$ cat src/rtl/ps2mpt_pkg.sv
// ps2mpt_pkg: shared types, constants and helpers of the ps/2 mouse packet tracker
// used by ps2mpt_regs and ps2_mouse_packet_tracker_top; no dependencies
`default_nettype none

package ps2mpt_pkg;

    // default cursor coordinate width
    localparam int COORD_BITS_DEF = 16;

    // width of the screen size registers and of the apb bus
    localparam int SIZE_BITS = 16;
    localparam int APB_DATA_BITS = 32;
    localparam int APB_ADDR_BITS = 3;

    // reset screen size
    localparam logic [SIZE_BITS-1:0] WIDTH_RESET = 16'd1024;
    localparam logic [SIZE_BITS-1:0] HEIGHT_RESET = 16'd768;

    // register index, taken from paddr bit 2
    localparam logic REG_WIDTH = 1'b0;
    localparam logic REG_HEIGHT = 1'b1;

    // header byte bit positions
    localparam int HDR_ALWAYS_ONE = 3;
    localparam int HDR_X_SIGN = 4;
    localparam int HDR_Y_SIGN = 5;
    localparam int HDR_X_OVF = 6;
    localparam int HDR_Y_OVF = 7;

    // magnitude of a movement, up to 255 + 255
    localparam int MAG_BITS = 9;
    localparam logic [MAG_BITS-1:0] OVF_EXTRA = 9'd255;

    // screen size as seen by the tracker
    typedef struct packed {
        logic [SIZE_BITS-1:0] width;
        logic [SIZE_BITS-1:0] height;
    } t_cfg;

    // movement byte magnitude: byte or two's complement when negative, +255 on overflow
    function automatic logic [MAG_BITS-1:0] move_mag(input logic [7:0] b,
                                                     input logic neg,
                                                     input logic ovf);
        logic [7:0] m;
        m = neg ? 8'(~b + 8'd1) : b;
        return {1'b0, m} + (ovf ? OVF_EXTRA : {MAG_BITS{1'b0}});
    endfunction

endpackage

`default_nettype wire

$ cat src/rtl/ps2_mouse_packet_tracker_top.sv
// ps2_mouse_packet_tracker_top: frames ps/2 mouse bytes into packets and tracks the cursor
// depends on ps2mpt_pkg and ps2mpt_regs
`default_nettype none

// The tracker takes one mouse byte per beat and can accept a byte in every clock
// cycle unless o_in_stall is raised. The first byte after reset is dropped; after
// that bytes are framed as header, X movement and Y movement, and a header whose
// always-one bit 3 is clear is dropped. The Y byte completes a packet: the cursor
// position is moved, Y inverted, clamped to the screen size from the registers,
// and one result beat with the position and raw header leaves the output register
// in the cycle after that byte is accepted. Bytes are taken while a result waits;
// o_in_stall is raised only when a result is waiting under i_out_stall and the
// next byte would complete another packet. Register writes take effect from the
// next completed packet; width is at address 0 and height at address 4.

module ps2_mouse_packet_tracker_top #(
    parameter int COORD_BITS = ps2mpt_pkg::COORD_BITS_DEF
) (
    input  wire logic                                  i_clk,
    input  wire logic                                  i_rst_n,
    // byte channel
    input  wire logic                                  i_in_valid,
    output logic                                       o_in_stall,
    input  wire logic [7:0]                            i_data_byte,
    // result channel
    output logic                                       o_out_valid,
    input  wire logic                                  i_out_stall,
    output logic      [15:0]                           o_cursor_x,
    output logic      [15:0]                           o_cursor_y,
    output logic      [7:0]                            o_header_flags,
    // configuration
    input  wire logic                                  psel,
    input  wire logic                                  penable,
    input  wire logic                                  pwrite,
    input  wire logic [ps2mpt_pkg::APB_ADDR_BITS-1:0]  paddr,
    input  wire logic [ps2mpt_pkg::APB_DATA_BITS-1:0]  pwdata,
    output logic      [ps2mpt_pkg::APB_DATA_BITS-1:0]  prdata,
    output logic                                       pready
);

    // working width: signed, holds position plus movement and the size limit
    localparam int CW = (COORD_BITS + 2 > ps2mpt_pkg::SIZE_BITS + 1) ?
                        COORD_BITS + 2 : ps2mpt_pkg::SIZE_BITS + 1;

    typedef enum logic [1:0] {
        PH_HEADER = 2'd0,
        PH_XBYTE  = 2'd1,
        PH_YBYTE  = 2'd2
    } t_phase;

    ps2mpt_pkg::t_cfg cfg;

    ps2mpt_regs u_regs (
        .i_clk   (i_clk),
        .i_rst_n (i_rst_n),
        .psel    (psel),
        .penable (penable),
        .pwrite  (pwrite),
        .paddr   (paddr),
        .pwdata  (pwdata),
        .prdata  (prdata),
        .pready  (pready),
        .o_cfg   (cfg)
    );

    // state
    logic                  r_skip;
    t_phase                r_phase;
    logic [7:0]            r_held_h;
    logic [7:0]            r_held_x;
    logic [COORD_BITS-1:0] r_pos_x;
    logic [COORD_BITS-1:0] r_pos_y;
    logic                  r_out_valid;
    logic [15:0]           r_out_x;
    logic [15:0]           r_out_y;
    logic [7:0]            r_out_h;

    logic                  n_skip;
    t_phase                n_phase;
    logic [7:0]            n_held_h;
    logic [7:0]            n_held_x;
    logic [COORD_BITS-1:0] n_pos_x;
    logic [COORD_BITS-1:0] n_pos_y;
    logic                  n_out_valid;
    logic                  load_out;

    logic                  in_acc;
    logic                  completes;

    // movement and clamp datapath
    logic [ps2mpt_pkg::MAG_BITS-1:0] mag_x;
    logic [ps2mpt_pkg::MAG_BITS-1:0] mag_y;
    logic signed [CW-1:0]            x_sum;
    logic signed [CW-1:0]            y_sum;
    logic signed [CW-1:0]            cmax;
    logic signed [CW-1:0]            lim_x;
    logic signed [CW-1:0]            lim_y;
    logic [ps2mpt_pkg::SIZE_BITS-1:0] w_m1;
    logic [ps2mpt_pkg::SIZE_BITS-1:0] h_m1;
    logic [COORD_BITS-1:0]           x_clamped;
    logic [COORD_BITS-1:0]           y_clamped;

    // a byte completes a packet only in the y phase after the skip
    assign completes  = !r_skip && (r_phase == PH_YBYTE);
    assign o_in_stall = r_out_valid && i_out_stall && completes;
    assign in_acc     = i_in_valid && !o_in_stall;

    // signed movements, y inverted for screen rows
    always_comb begin
        mag_x = ps2mpt_pkg::move_mag(r_held_x, r_held_h[ps2mpt_pkg::HDR_X_SIGN],
                                     r_held_h[ps2mpt_pkg::HDR_X_OVF]);
        mag_y = ps2mpt_pkg::move_mag(i_data_byte, r_held_h[ps2mpt_pkg::HDR_Y_SIGN],
                                     r_held_h[ps2mpt_pkg::HDR_Y_OVF]);
        x_sum = r_held_h[ps2mpt_pkg::HDR_X_SIGN] ?
                $signed(CW'(r_pos_x)) - $signed(CW'(mag_x)) :
                $signed(CW'(r_pos_x)) + $signed(CW'(mag_x));
        y_sum = r_held_h[ps2mpt_pkg::HDR_Y_SIGN] ?
                $signed(CW'(r_pos_y)) + $signed(CW'(mag_y)) :
                $signed(CW'(r_pos_y)) - $signed(CW'(mag_y));
    end

    // limits: size minus one, zero for size zero, capped at the coordinate range
    always_comb begin
        cmax  = $signed(CW'({COORD_BITS{1'b1}}));
        w_m1  = (cfg.width == '0) ? '0 : cfg.width - 1'b1;
        h_m1  = (cfg.height == '0) ? '0 : cfg.height - 1'b1;
        lim_x = $signed(CW'(w_m1));
        lim_y = $signed(CW'(h_m1));
        if (lim_x > cmax) lim_x = cmax;
        if (lim_y > cmax) lim_y = cmax;
    end

    // clamp to the screen
    always_comb begin
        if (x_sum < 0) begin
            x_clamped = '0;
        end else if (x_sum > lim_x) begin
            x_clamped = lim_x[COORD_BITS-1:0];
        end else begin
            x_clamped = x_sum[COORD_BITS-1:0];
        end
        if (y_sum < 0) begin
            y_clamped = '0;
        end else if (y_sum > lim_y) begin
            y_clamped = lim_y[COORD_BITS-1:0];
        end else begin
            y_clamped = y_sum[COORD_BITS-1:0];
        end
    end

    // packet framing
    always_comb begin
        n_skip      = r_skip;
        n_phase     = r_phase;
        n_held_h    = r_held_h;
        n_held_x    = r_held_x;
        n_pos_x     = r_pos_x;
        n_pos_y     = r_pos_y;
        load_out    = 1'b0;
        n_out_valid = r_out_valid && i_out_stall;
        if (in_acc) begin
            if (r_skip) begin
                n_skip = 1'b0;
            end else begin
                unique case (r_phase)
                    PH_XBYTE: begin
                        n_held_x = i_data_byte;
                        n_phase  = PH_YBYTE;
                    end
                    PH_YBYTE: begin
                        n_pos_x     = x_clamped;
                        n_pos_y     = y_clamped;
                        n_phase     = PH_HEADER;
                        load_out    = 1'b1;
                        n_out_valid = 1'b1;
                    end
                    default: begin
                        if (i_data_byte[ps2mpt_pkg::HDR_ALWAYS_ONE]) begin
                            n_held_h = i_data_byte;
                            n_phase  = PH_XBYTE;
                        end else begin
                            n_phase  = PH_HEADER;
                        end
                    end
                endcase
            end
        end
    end

    // state and result register
    always_ff @(posedge i_clk) begin
        if (!i_rst_n) begin
            r_skip      <= 1'b1;
            r_phase     <= PH_HEADER;
            r_held_h    <= '0;
            r_held_x    <= '0;
            r_pos_x     <= '0;
            r_pos_y     <= '0;
            r_out_valid <= 1'b0;
        end else begin
            r_skip      <= n_skip;
            r_phase     <= n_phase;
            r_held_h    <= n_held_h;
            r_held_x    <= n_held_x;
            r_pos_x     <= n_pos_x;
            r_pos_y     <= n_pos_y;
            r_out_valid <= n_out_valid;
        end
        if (load_out) begin
            r_out_x <= 16'(n_pos_x);
            r_out_y <= 16'(n_pos_y);
            r_out_h <= r_held_h;
        end
    end

    assign o_out_valid    = r_out_valid;
    assign o_cursor_x     = r_out_x;
    assign o_cursor_y     = r_out_y;
    assign o_header_flags = r_out_h;

    // a new result only comes from a completing byte
    a_result_source: assert property (@(posedge i_clk) disable iff (!i_rst_n)
        $rose(o_out_valid) |-> $past(in_acc && completes))
        else $error("result beat without a completing y byte");

    // the skip is over after the first accepted byte
    a_skip_once: assert property (@(posedge i_clk) disable iff (!i_rst_n)
        in_acc |=> !r_skip)
        else $error("first byte skip still set after an accepted byte");

    // a header held for the x byte has its always-one bit
    a_header_bit: assert property (@(posedge i_clk) disable iff (!i_rst_n)
        (r_phase == PH_XBYTE) |-> r_held_h[ps2mpt_pkg::HDR_ALWAYS_ONE])
        else $error("header held without its always-one bit");

    // byte stall only behind a waiting result
    a_stall_cause: assert property (@(posedge i_clk) disable iff (!i_rst_n)
        o_in_stall |-> (o_out_valid && i_out_stall && r_phase == PH_YBYTE))
        else $error("byte stall without a waiting result");

endmodule

`default_nettype wire

$ cat src/rtl/ps2mpt_regs.sv
// ps2mpt_regs: apb register file holding the screen width and height
// depends on ps2mpt_pkg
`default_nettype none

module ps2mpt_regs (
    input  wire logic                                  i_clk,
    input  wire logic                                  i_rst_n,
    input  wire logic                                  psel,
    input  wire logic                                  penable,
    input  wire logic                                  pwrite,
    input  wire logic [ps2mpt_pkg::APB_ADDR_BITS-1:0]  paddr,
    input  wire logic [ps2mpt_pkg::APB_DATA_BITS-1:0]  pwdata,
    output logic      [ps2mpt_pkg::APB_DATA_BITS-1:0]  prdata,
    output logic                                       pready,
    output ps2mpt_pkg::t_cfg                           o_cfg
);

    logic [ps2mpt_pkg::SIZE_BITS-1:0] r_width;
    logic [ps2mpt_pkg::SIZE_BITS-1:0] r_height;
    logic                             wr_en;
    logic                             reg_sel;

    assign pready  = 1'b1;
    assign wr_en   = psel & penable & pwrite & pready;
    assign reg_sel = paddr[2];

    // register writes in the access phase
    always_ff @(posedge i_clk) begin
        if (!i_rst_n) begin
            r_width  <= ps2mpt_pkg::WIDTH_RESET;
            r_height <= ps2mpt_pkg::HEIGHT_RESET;
        end else if (wr_en) begin
            unique case (reg_sel)
                ps2mpt_pkg::REG_WIDTH:  r_width  <= pwdata[ps2mpt_pkg::SIZE_BITS-1:0];
                ps2mpt_pkg::REG_HEIGHT: r_height <= pwdata[ps2mpt_pkg::SIZE_BITS-1:0];
                default: ;
            endcase
        end
    end

    // read back
    always_comb begin
        unique case (reg_sel)
            ps2mpt_pkg::REG_WIDTH:  prdata = ps2mpt_pkg::APB_DATA_BITS'(r_width);
            ps2mpt_pkg::REG_HEIGHT: prdata = ps2mpt_pkg::APB_DATA_BITS'(r_height);
            default:                prdata = '0;
        endcase
    end

    assign o_cfg.width  = r_width;
    assign o_cfg.height = r_height;

endmodule

`default_nettype wire

$ cat config.mk
export PLATFORM = sky130hd
export DESIGN_NAME = ps2_mouse_packet_tracker_top
export DESIGN_NICKNAME = d
export VERILOG_FILES = /design/src/rtl/ps2mpt_pkg.sv /design/src/rtl/ps2_mouse_packet_tracker_top.sv /design/src/rtl/ps2mpt_regs.sv
export SDC_FILE = /design/constraint.sdc
export NUM_CORES = 1
export LEC_CHECK = 0
export BUFFER_PORTS_ARGS = -buffer_cell sky130_fd_sc_hd__buf_2
export CELL_PAD_IN_SITES_DETAIL_PLACEMENT = 0
export CELL_PAD_IN_SITES_GLOBAL_PLACEMENT = 2
export CORE_MARGIN = 1.5
export CORE_UTILIZATION = 35
export CTS_BUF_LIST = sky130_fd_sc_hd__clkbuf_16
export DETAILED_ROUTE_END_ITERATION = 10
export MAX_ROUTING_LAYER = met4
export PLACE_DENSITY_LB_ADDON = 0.1
export SLEW_MARGIN = 10
export SYNTH_ARGS = -nofsm -noshare
export SYNTH_HDL_FRONTEND = slang
export SYNTH_HIERARCHICAL = 1
export SYNTH_SLANG_ARGS = --single-unit
$ cat constraint.sdc
create_clock -name i_clk -period 11.4 [get_ports i_clk]
set_input_delay 0.57 -clock i_clk [delete_from_list [all_inputs] [get_ports i_clk]]
set_output_delay 0.57 -clock i_clk [all_outputs]
set_load 0.005 [all_outputs]
==> results of run 1 <==
## cells in the final DEF, fill, tap and decap left out, types with 16 or more instances in the layout
cell type,synthesis,layout
nand4_1,16,16
nand2b_1,16,16
nor3_1,27,27
mux2i_1,51,51
xor2_1,22,22
mux2_2,16,16
a21oi_1,63,63
nor2_1,77,77
clkbuf_16,0,17
nand3_1,45,45
and2_1,19,19
a21o_1,22,22
ha_1,104,104
xnor2_1,49,49
inv_1,72,71
dfxtp_1,84,84
buf_2,11,89
edfxtp_1,40,40
conb_1,2,17
a31oi_1,16,16
nand2_1,129,129
o21ai_0,40,40
## registers in the layout, indices dropped and copies added (netlist names)
signal	count
o_cursor_x	16
o_cursor_y	16
o_header_flags	8
o_out_valid	1
r_held_h	8
r_held_x	8
r_phase	2
r_pos_x	16
r_pos_y	16
r_skip	1
u_regs/r_height	16
u_regs/r_width	16
## cells by family (layout without fill, tap and decap cells)
kind of cell               count (synthesis)  in the layout  synth area share (%)
muxes                                     67             67                 6.872
adders and majority gates                110            110                 14.14
AOI/OAI and AO/OA                        251            251                 16.97
other                                      2             17               0.07473
DFF                                      124            124                 28.69
and+or+nand+nor                          411            411                 20.29
buffers and inverters                    143            202                 6.773
xor gates and xnor gates                  71             71                 6.188
## power groups by stage
stage	Sequential, mW	Clock [mW]	Combinational (mW)
2_1_floorplan	0.472	0	0.143
3_3_place_gp	0.475	0	0.194
3_5_place_dp	0.475	0	0.194
4_1_cts	0.465	0.593	0.195
5_1_grt	0.466	0.611	0.219
6_report	0.465	0.578	0.194
## cells in the mapped netlist (8+ instances only)
| cell type | number |
|---|---|
| nand2_1 | 129 |
| ha_1 | 104 |
| dfxtp_1 | 84 |
| nor2_1 | 77 |
| inv_1 | 72 |
| a21oi_1 | 63 |
| mux2i_1 | 51 |
| xnor2_1 | 49 |
| nand3_1 | 45 |
| edfxtp_1 | 40 |
| o21ai_0 | 40 |
| clkbuf_1 | 32 |
| nor3_1 | 27 |
| a21o_1 | 22 |
| xor2_1 | 22 |
| and2_1 | 19 |
| buf_4 | 18 |
| a31oi_1 | 16 |
| mux2_2 | 16 |
| nand2b_1 | 16 |
| nand4_1 | 16 |
| or3_1 | 15 |
| or4_1 | 14 |
| o31ai_1 | 13 |
| nor2b_1 | 12 |
| buf_2 | 11 |
| o21bai_1 | 11 |
| nor4_1 | 10 |
| a211oi_1 | 9 |
| o21a_1 | 8 |
## worst max-delay path by stage
stage | to | startpoint | cells past startpoint | slack [ps]
floorplan | o_cursor_x[3] | r_held_h[4] | 31 | 5050
global placement | r_pos_y[10] | i_data_byte[0] | 26 | 3680
detailed placement | o_cursor_y[13] | i_data_byte[0] | 26 | 3650
CTS | o_cursor_y[13] | r_held_h[5] | 23 | 3980
global route | o_cursor_y[13] | r_held_h[5] | 22 | 3470
finish | r_pos_y[10] | r_held_h[5] | 23 | 4030
## area by class of cell
class / count / area, µm² / share of cell area, %
inverters: 73 / 274.0 / 2.430
repair buffers: 97 / 505.5 / 4.482
clock buffers: 17 / 425.4 / 3.772
well taps: 378 / 473.0 / 4.193
flip-flops and latches: 124 / 2883 / 25.56
clock inverters: 15 / 175.2 / 1.553
multi-input cells: 927 / 6543 / 58.01
## worst reg2reg max path: stages (launching register included)
cell and delay [ps]:
dfxtp_1 300, buf_4 230, o21ai_0 360, ha_1 310
a21o_1 190, a21oi_1 220, xnor2_1 280, ha_1 390
and2_1 160, a311o_1 350, o41ai_1 480, o21ai_0 330
a22oi_1 420, nor3b_1 110, or2_2 310, ha_1 300
nand4_1 120, nor3_1 390, o221ai_1 240, a22oi_1 540
a31oi_2 360, a31o_2 440, a211o_1 300, and2_1 150
## metal layers
| metal | up-vias | GRT usage, % | wire [µm] |
|---|---|---|---|
| met5 | - | - | 0 |
| met4 | 0 | 4.650 | 295 |
| met3 | 21 | 2.930 | 1295 |
| met2 | 215 | 30.66 | 12420 |
| met1 | 4031 | 31.79 | 15910 |
| li1 | 4314 | - | - |
## metrics by stage
step / utilization, % / hold slack, ps / worst slack, ps
finish: 40.26 / 341.8 / 4027
global route: 40.26 / 349.2 / 3465
CTS: 40.26 / 321.1 / 3982
detailed placement: 38.12 / 419.0 / 3654
global placement: 38.12 / 412.8 / 3684
floorplan: - / 406.4 / 5048
==> results.toml, run 1 <==
[final_layout]
nFillCells = 2934
diodes = 0
nNetsFinal = 1400
area_growth_pct = 12.23
final_cells = 1631
post_route_cells_drive_above_1_share_pct = 13.81
finalInstanceArea_um2 = 11280

[run]
drv_cap = 0

[grt]
grt_pass1_vias = 8130
grt_pass1_wl_um = 46730
grt-ovfl-total = 0
antenna_found_initial = 0
grt_usage_pct = 21.48
grt_max_degree = 58

[pwr]
p_int_mw = 0.8632
pwr-share-seq_pct = 37.6
sw_frac_of_total_pct = 30.23
power.leakage_nw = 4.911
powerDensity_nw_per_um2 = 109.7
vdd_drop_max_v = 0.00007587
p_comb_share_pct = 15.7
clockPowerShare_pct = 46.7
p_total_mw = 1.237
power.switching_mw = 0.3740

[route]
via_per_inst = 5.261
dr_total_vias = 8581
wl_per_cell_um = 18.35
firstDrtPassIters = 5
initialDrtViolationCount = 554
wl_um = 29920
drc = 0
drtAntennaViolNets = 0

[sta]
rsz0062_at_grt = "no"
finClkSkew_ps = 14.37
fmax_ghz = 0.1356
fin_crit_ps = 7373
setup_viol = 0
maxSlewHeadroom_pct = 20.86
fin_crit_sh_pct = 64.67
tns_ps = 0
tightest_slew_ps = 1183
hold_viol_final = 0
slew_violations = 0

[clocking]
cts_max_level = 4
cts_setup_buffers = 0
numClockSinks = 124
insertion_delay_ps = 430
cts_resized = 0
cts_root_buf = "clkbuf_16"
postCtsHoldBufs = 0
cts_tree = "yes"
clk_pin_slew_worst_paths_ps = 70
clock_path_buffers = 2
numCtsBuffers = 17

[worst_hold_path]
whs_endpoint = "r_skip"
hold_path_class = "in2reg"
min_delay_path_depth = 2
min_from = "i_in_valid"

[place]
io_buffers = 89
gp_congestion = 0.8212
place_area_um2 = 10680
dp_cells = 1599
hpwl_um = 22810

[critical_path]
critPathSlowestCell = "a22oi_1"
r2r_cells = 23
critPathArrivalTime_ps = 7700
cp_top_family = "compound AO/OA/AOI/OAI gates"
cp-end-kind = "flip-flop"
cpPeakStageDelay_ps = 540
rrSetupSlack_ps = 4030
worstSetupStartpointType = "flip-flop"
critPathRequiredTime_ps = 11720
crit_fanout = 29
cp_num_buf_inv = 1
path_class = "reg2reg"
crit-reg2reg-launch = "r_held_h[5]"
path_cells = "buf_4 > o21ai_0 > ha_1 > a21o_1 > a21oi_1 > xnor2_1 > ha_1 > and2_1 > a311o_1 > o41ai_1 > o21ai_0 > a22oi_1 > nor3b_1 > or2_2 > ha_1 > nand4_1 > nor3_1 > o221ai_1 > a22oi_1 > a31oi_2 > a31o_2 > a211o_1 > and2_1"
regToRegEndpoint = "r_pos_y[10]"
crit_path_frequent_cell = "ha_1"

[synth]
synth_largest_area_cell = "dfxtp_1"
synth_warnings = 6
synth.distinct_cells = 85
synth_top_area_share_pct = 16.73
syn-mean-instance-area_um2 = 8.524
synthCells = 1179
synth_edf_count = 40
yosysSeqAreaShare_pct = 28.69
synth.area.top_cells = "dfxtp_1 17%, ha_1 13%, edfxtp_1 12%"
ys_ff_latch = 124
async_flop_share_pct = 0
syn_area_um2 = 10050
synth_top_flop_cell = "dfxtp_1"

[die]
dieWidth_um = 172.5
start_util_pct = 35.88
die_area_um2 = 29740
rows = 61
die_y_um = 172.5
io_pins = 125
coreArea_um2 = 28010

[status]
status = "finished, final reports clean"
(Power assumes the default switching activity.)
==> inputs of run 2 (changes only) <==
==> constraint.sdc (replaced) <==
create_clock -name i_clk -period 7.45 [get_ports i_clk]
set_input_delay 0.3725 -clock i_clk [delete_from_list [all_inputs] [get_ports i_clk]]
set_output_delay 0.3725 -clock i_clk [all_outputs]
set_load 0.005 [all_outputs]
==> run 2 against run 1 <==
Compared with the run above:
- fmax increased by 10%
- via count shrank 0.59%
- sequential power up 53%
- clock skew is 2.8 ps higher
- sequential share of layout area barely moved
- cell area barely moved
- flip-flop and latch count is the same
- largest power group unchanged
==> results.toml, run 2 (same netlist as run 1, synthesis figures left out) <==
[final_layout]
diodes = 0
final_core_util_pct = 40.30
area_growth_pct = 12.33
mostFrequentLayoutCell = "nand2_1"
final_cells = 1639
nFillCells = 2925
mostFrequentLayoutCells = "129 x nand2_1, 104 x ha_1, 89 x buf_2, 84 x dfxtp_1, 77 x nor2_1"
post_route_cells_drive_above_1_share_pct = 14.27
nNetsFinal = 1408
finalInstanceArea_um2 = 11290

[worst_hold_path]
hold_path_class = "in2reg"

[status]
status = "finished, final reports clean"

[pwr]
clockPowerShare_pct = 44.7
p_comb_share_pct = 16.4
pwr-share-seq_pct = 38.8
power.leakage_nw = 4.926
sw_frac_of_total_pct = 31.46
p_int_mw = 1.255
power.switching_mw = 0.5762
powerDensity_nw_per_um2 = 162.3
vdd_drop_max_v = 0.0001247

[die]
coreArea_um2 = 28010
io_pins = 125
start_util_pct = 35.88
dieWidth_um = 172.5
rows = 61
die_area_um2 = 29740
die_y_um = 172.5

[grt]
grt_max_degree = 59
grt-ovfl-total = 0
grt_pass1_vias = 7904
grt_pass1_wl_um = 46040
grt_usage_pct = 21.25
antenna_found_initial = 0

[critical_path]
critPathArrivalTime_ps = 7050
worstSetupStartpointType = "flip-flop"
path_class = "reg2reg"
critPathRequiredTime_ps = 7800
crit_fanout = 12
cp-end-kind = "flip-flop"

[route]
firstDrtPassIters = 5
initialDrtViolationCount = 680
wl_per_cell_um = 18.21
drtAntennaViolNets = 0
via_per_inst = 5.204
drc = 0
dr_total_vias = 8530
wl_um = 29840

[sta]
fin_crit_ps = 6696
tns_ps = 0
maxSlewHeadroom_pct = 24.53
rsz0062_at_grt = "no"
hold_slack_ps = 142.9
finClkSkew_ps = 17.19
slew_violations = 0
tightest_slew_ps = 1131
fmax_ghz = 0.1493
setup_viol = 0
fin_crit_sh_pct = 89.88
hold_viol_final = 0

[clocking]
cts_max_level = 4
clk_pin_slew_worst_paths_ps = 60
clock_path_buffers = 2
cts_tree = "yes"
cts_root_buf = "clkbuf_16"
postCtsHoldBufs = 0
numClockSinks = 124
cts_setup_buffers = 0
numCtsBuffers = 17
cts_resized = 0
insertion_delay_ps = 430

[place]
gp_congestion = 0.8343
hpwl_um = 22810
io_buffers = 89
dp_cells = 1607
place_area_um2 = 10740

[run]
drv_cap = 0
==> run 2: cell count changes in the layout (fill, tap and decap cells not counted) <==
cell,previous run,this run
buf_4,8,16
bufinv_16,2,0
clkinv_1,1,2
inv_6,6,8
inv_8,3,2
==> run 2: per-stage QoR <==
step	setup WS (ps)	power, mW
6_report	754.0	1.832
2_1_floorplan	1098	0.9407
4_1_cts	728.3	1.851
3_3_place_gp	591.9	1.029
5_1_grt	253.9	1.911
3_5_place_dp	536.4	1.028
==> run 2: metal layers <==
layer	global-route usage (%)	share of wire (%)	up-vias	routed length, µm
li1	-	-	4344	-
met1	31.42	54	3987	16100
met2	30.72	42	184	12570
met3	2.632	3.2	15	958
met4	4.310	0.71	0	212
met5	-	0	-	0
==> run 2: layout make-up <==
class | instances | area [µm²] | share of cell area, %
timing repair buffer | 105 | 565.5 | 5.010
inverter | 73 | 274.0 | 2.427
clock buffer | 17 | 425.4 | 3.769
sequential | 124 | 2883 | 25.54
tap | 378 | 473.0 | 4.190
clock inverter | 15 | 125.1 | 1.108
multi-input combinational | 927 | 6543 | 57.96
==> run 2: final timing paths <==
check / startpoint / to / slack [ps] / cells past startpoint
worst min register to register: r_held_h[1] / o_header_flags[1] / 440 / 0
worst max register to register: r_held_x[0] / r_pos_x[10] / 750 / 26
worst max-delay path: r_held_x[0] / r_pos_x[10] / 750 / 26
worst min-delay path: i_in_valid / r_skip / 140 / 2
==> run 2: power groups by stage <==
stage          clock network (mW)  logic (mW)  registers, mW
6_report                    0.819       0.301          0.712
5_1_grt                     0.861       0.337          0.713
4_1_cts                     0.837       0.303          0.711
3_5_place_dp                    0       0.302          0.727
3_3_place_gp                    0       0.303          0.726
2_1_floorplan                   0       0.218          0.723
==> run 2: critical path, cell delays in order (launching register included) <==
cell,delay (ps)
dfxtp_1,410
inv_1,70
ha_1,280
nand2_1,60
o21ai_0,140
ha_1,310
a21o_1,160
a21oi_1,220
o21bai_1,90
a21oi_1,240
o21bai_1,90
a21oi_1,190
xnor2_1,170
ha_1,490
or3_1,190
a2bb2oi_1,300
a21oi_1,180
nor3_1,450
xor2_1,140
ha_1,350
a211oi_1,260
a21oi_1,130
o31ai_1,300
a21o_1,240
nand2_1,360
or4_1,610
a31oi_1,190
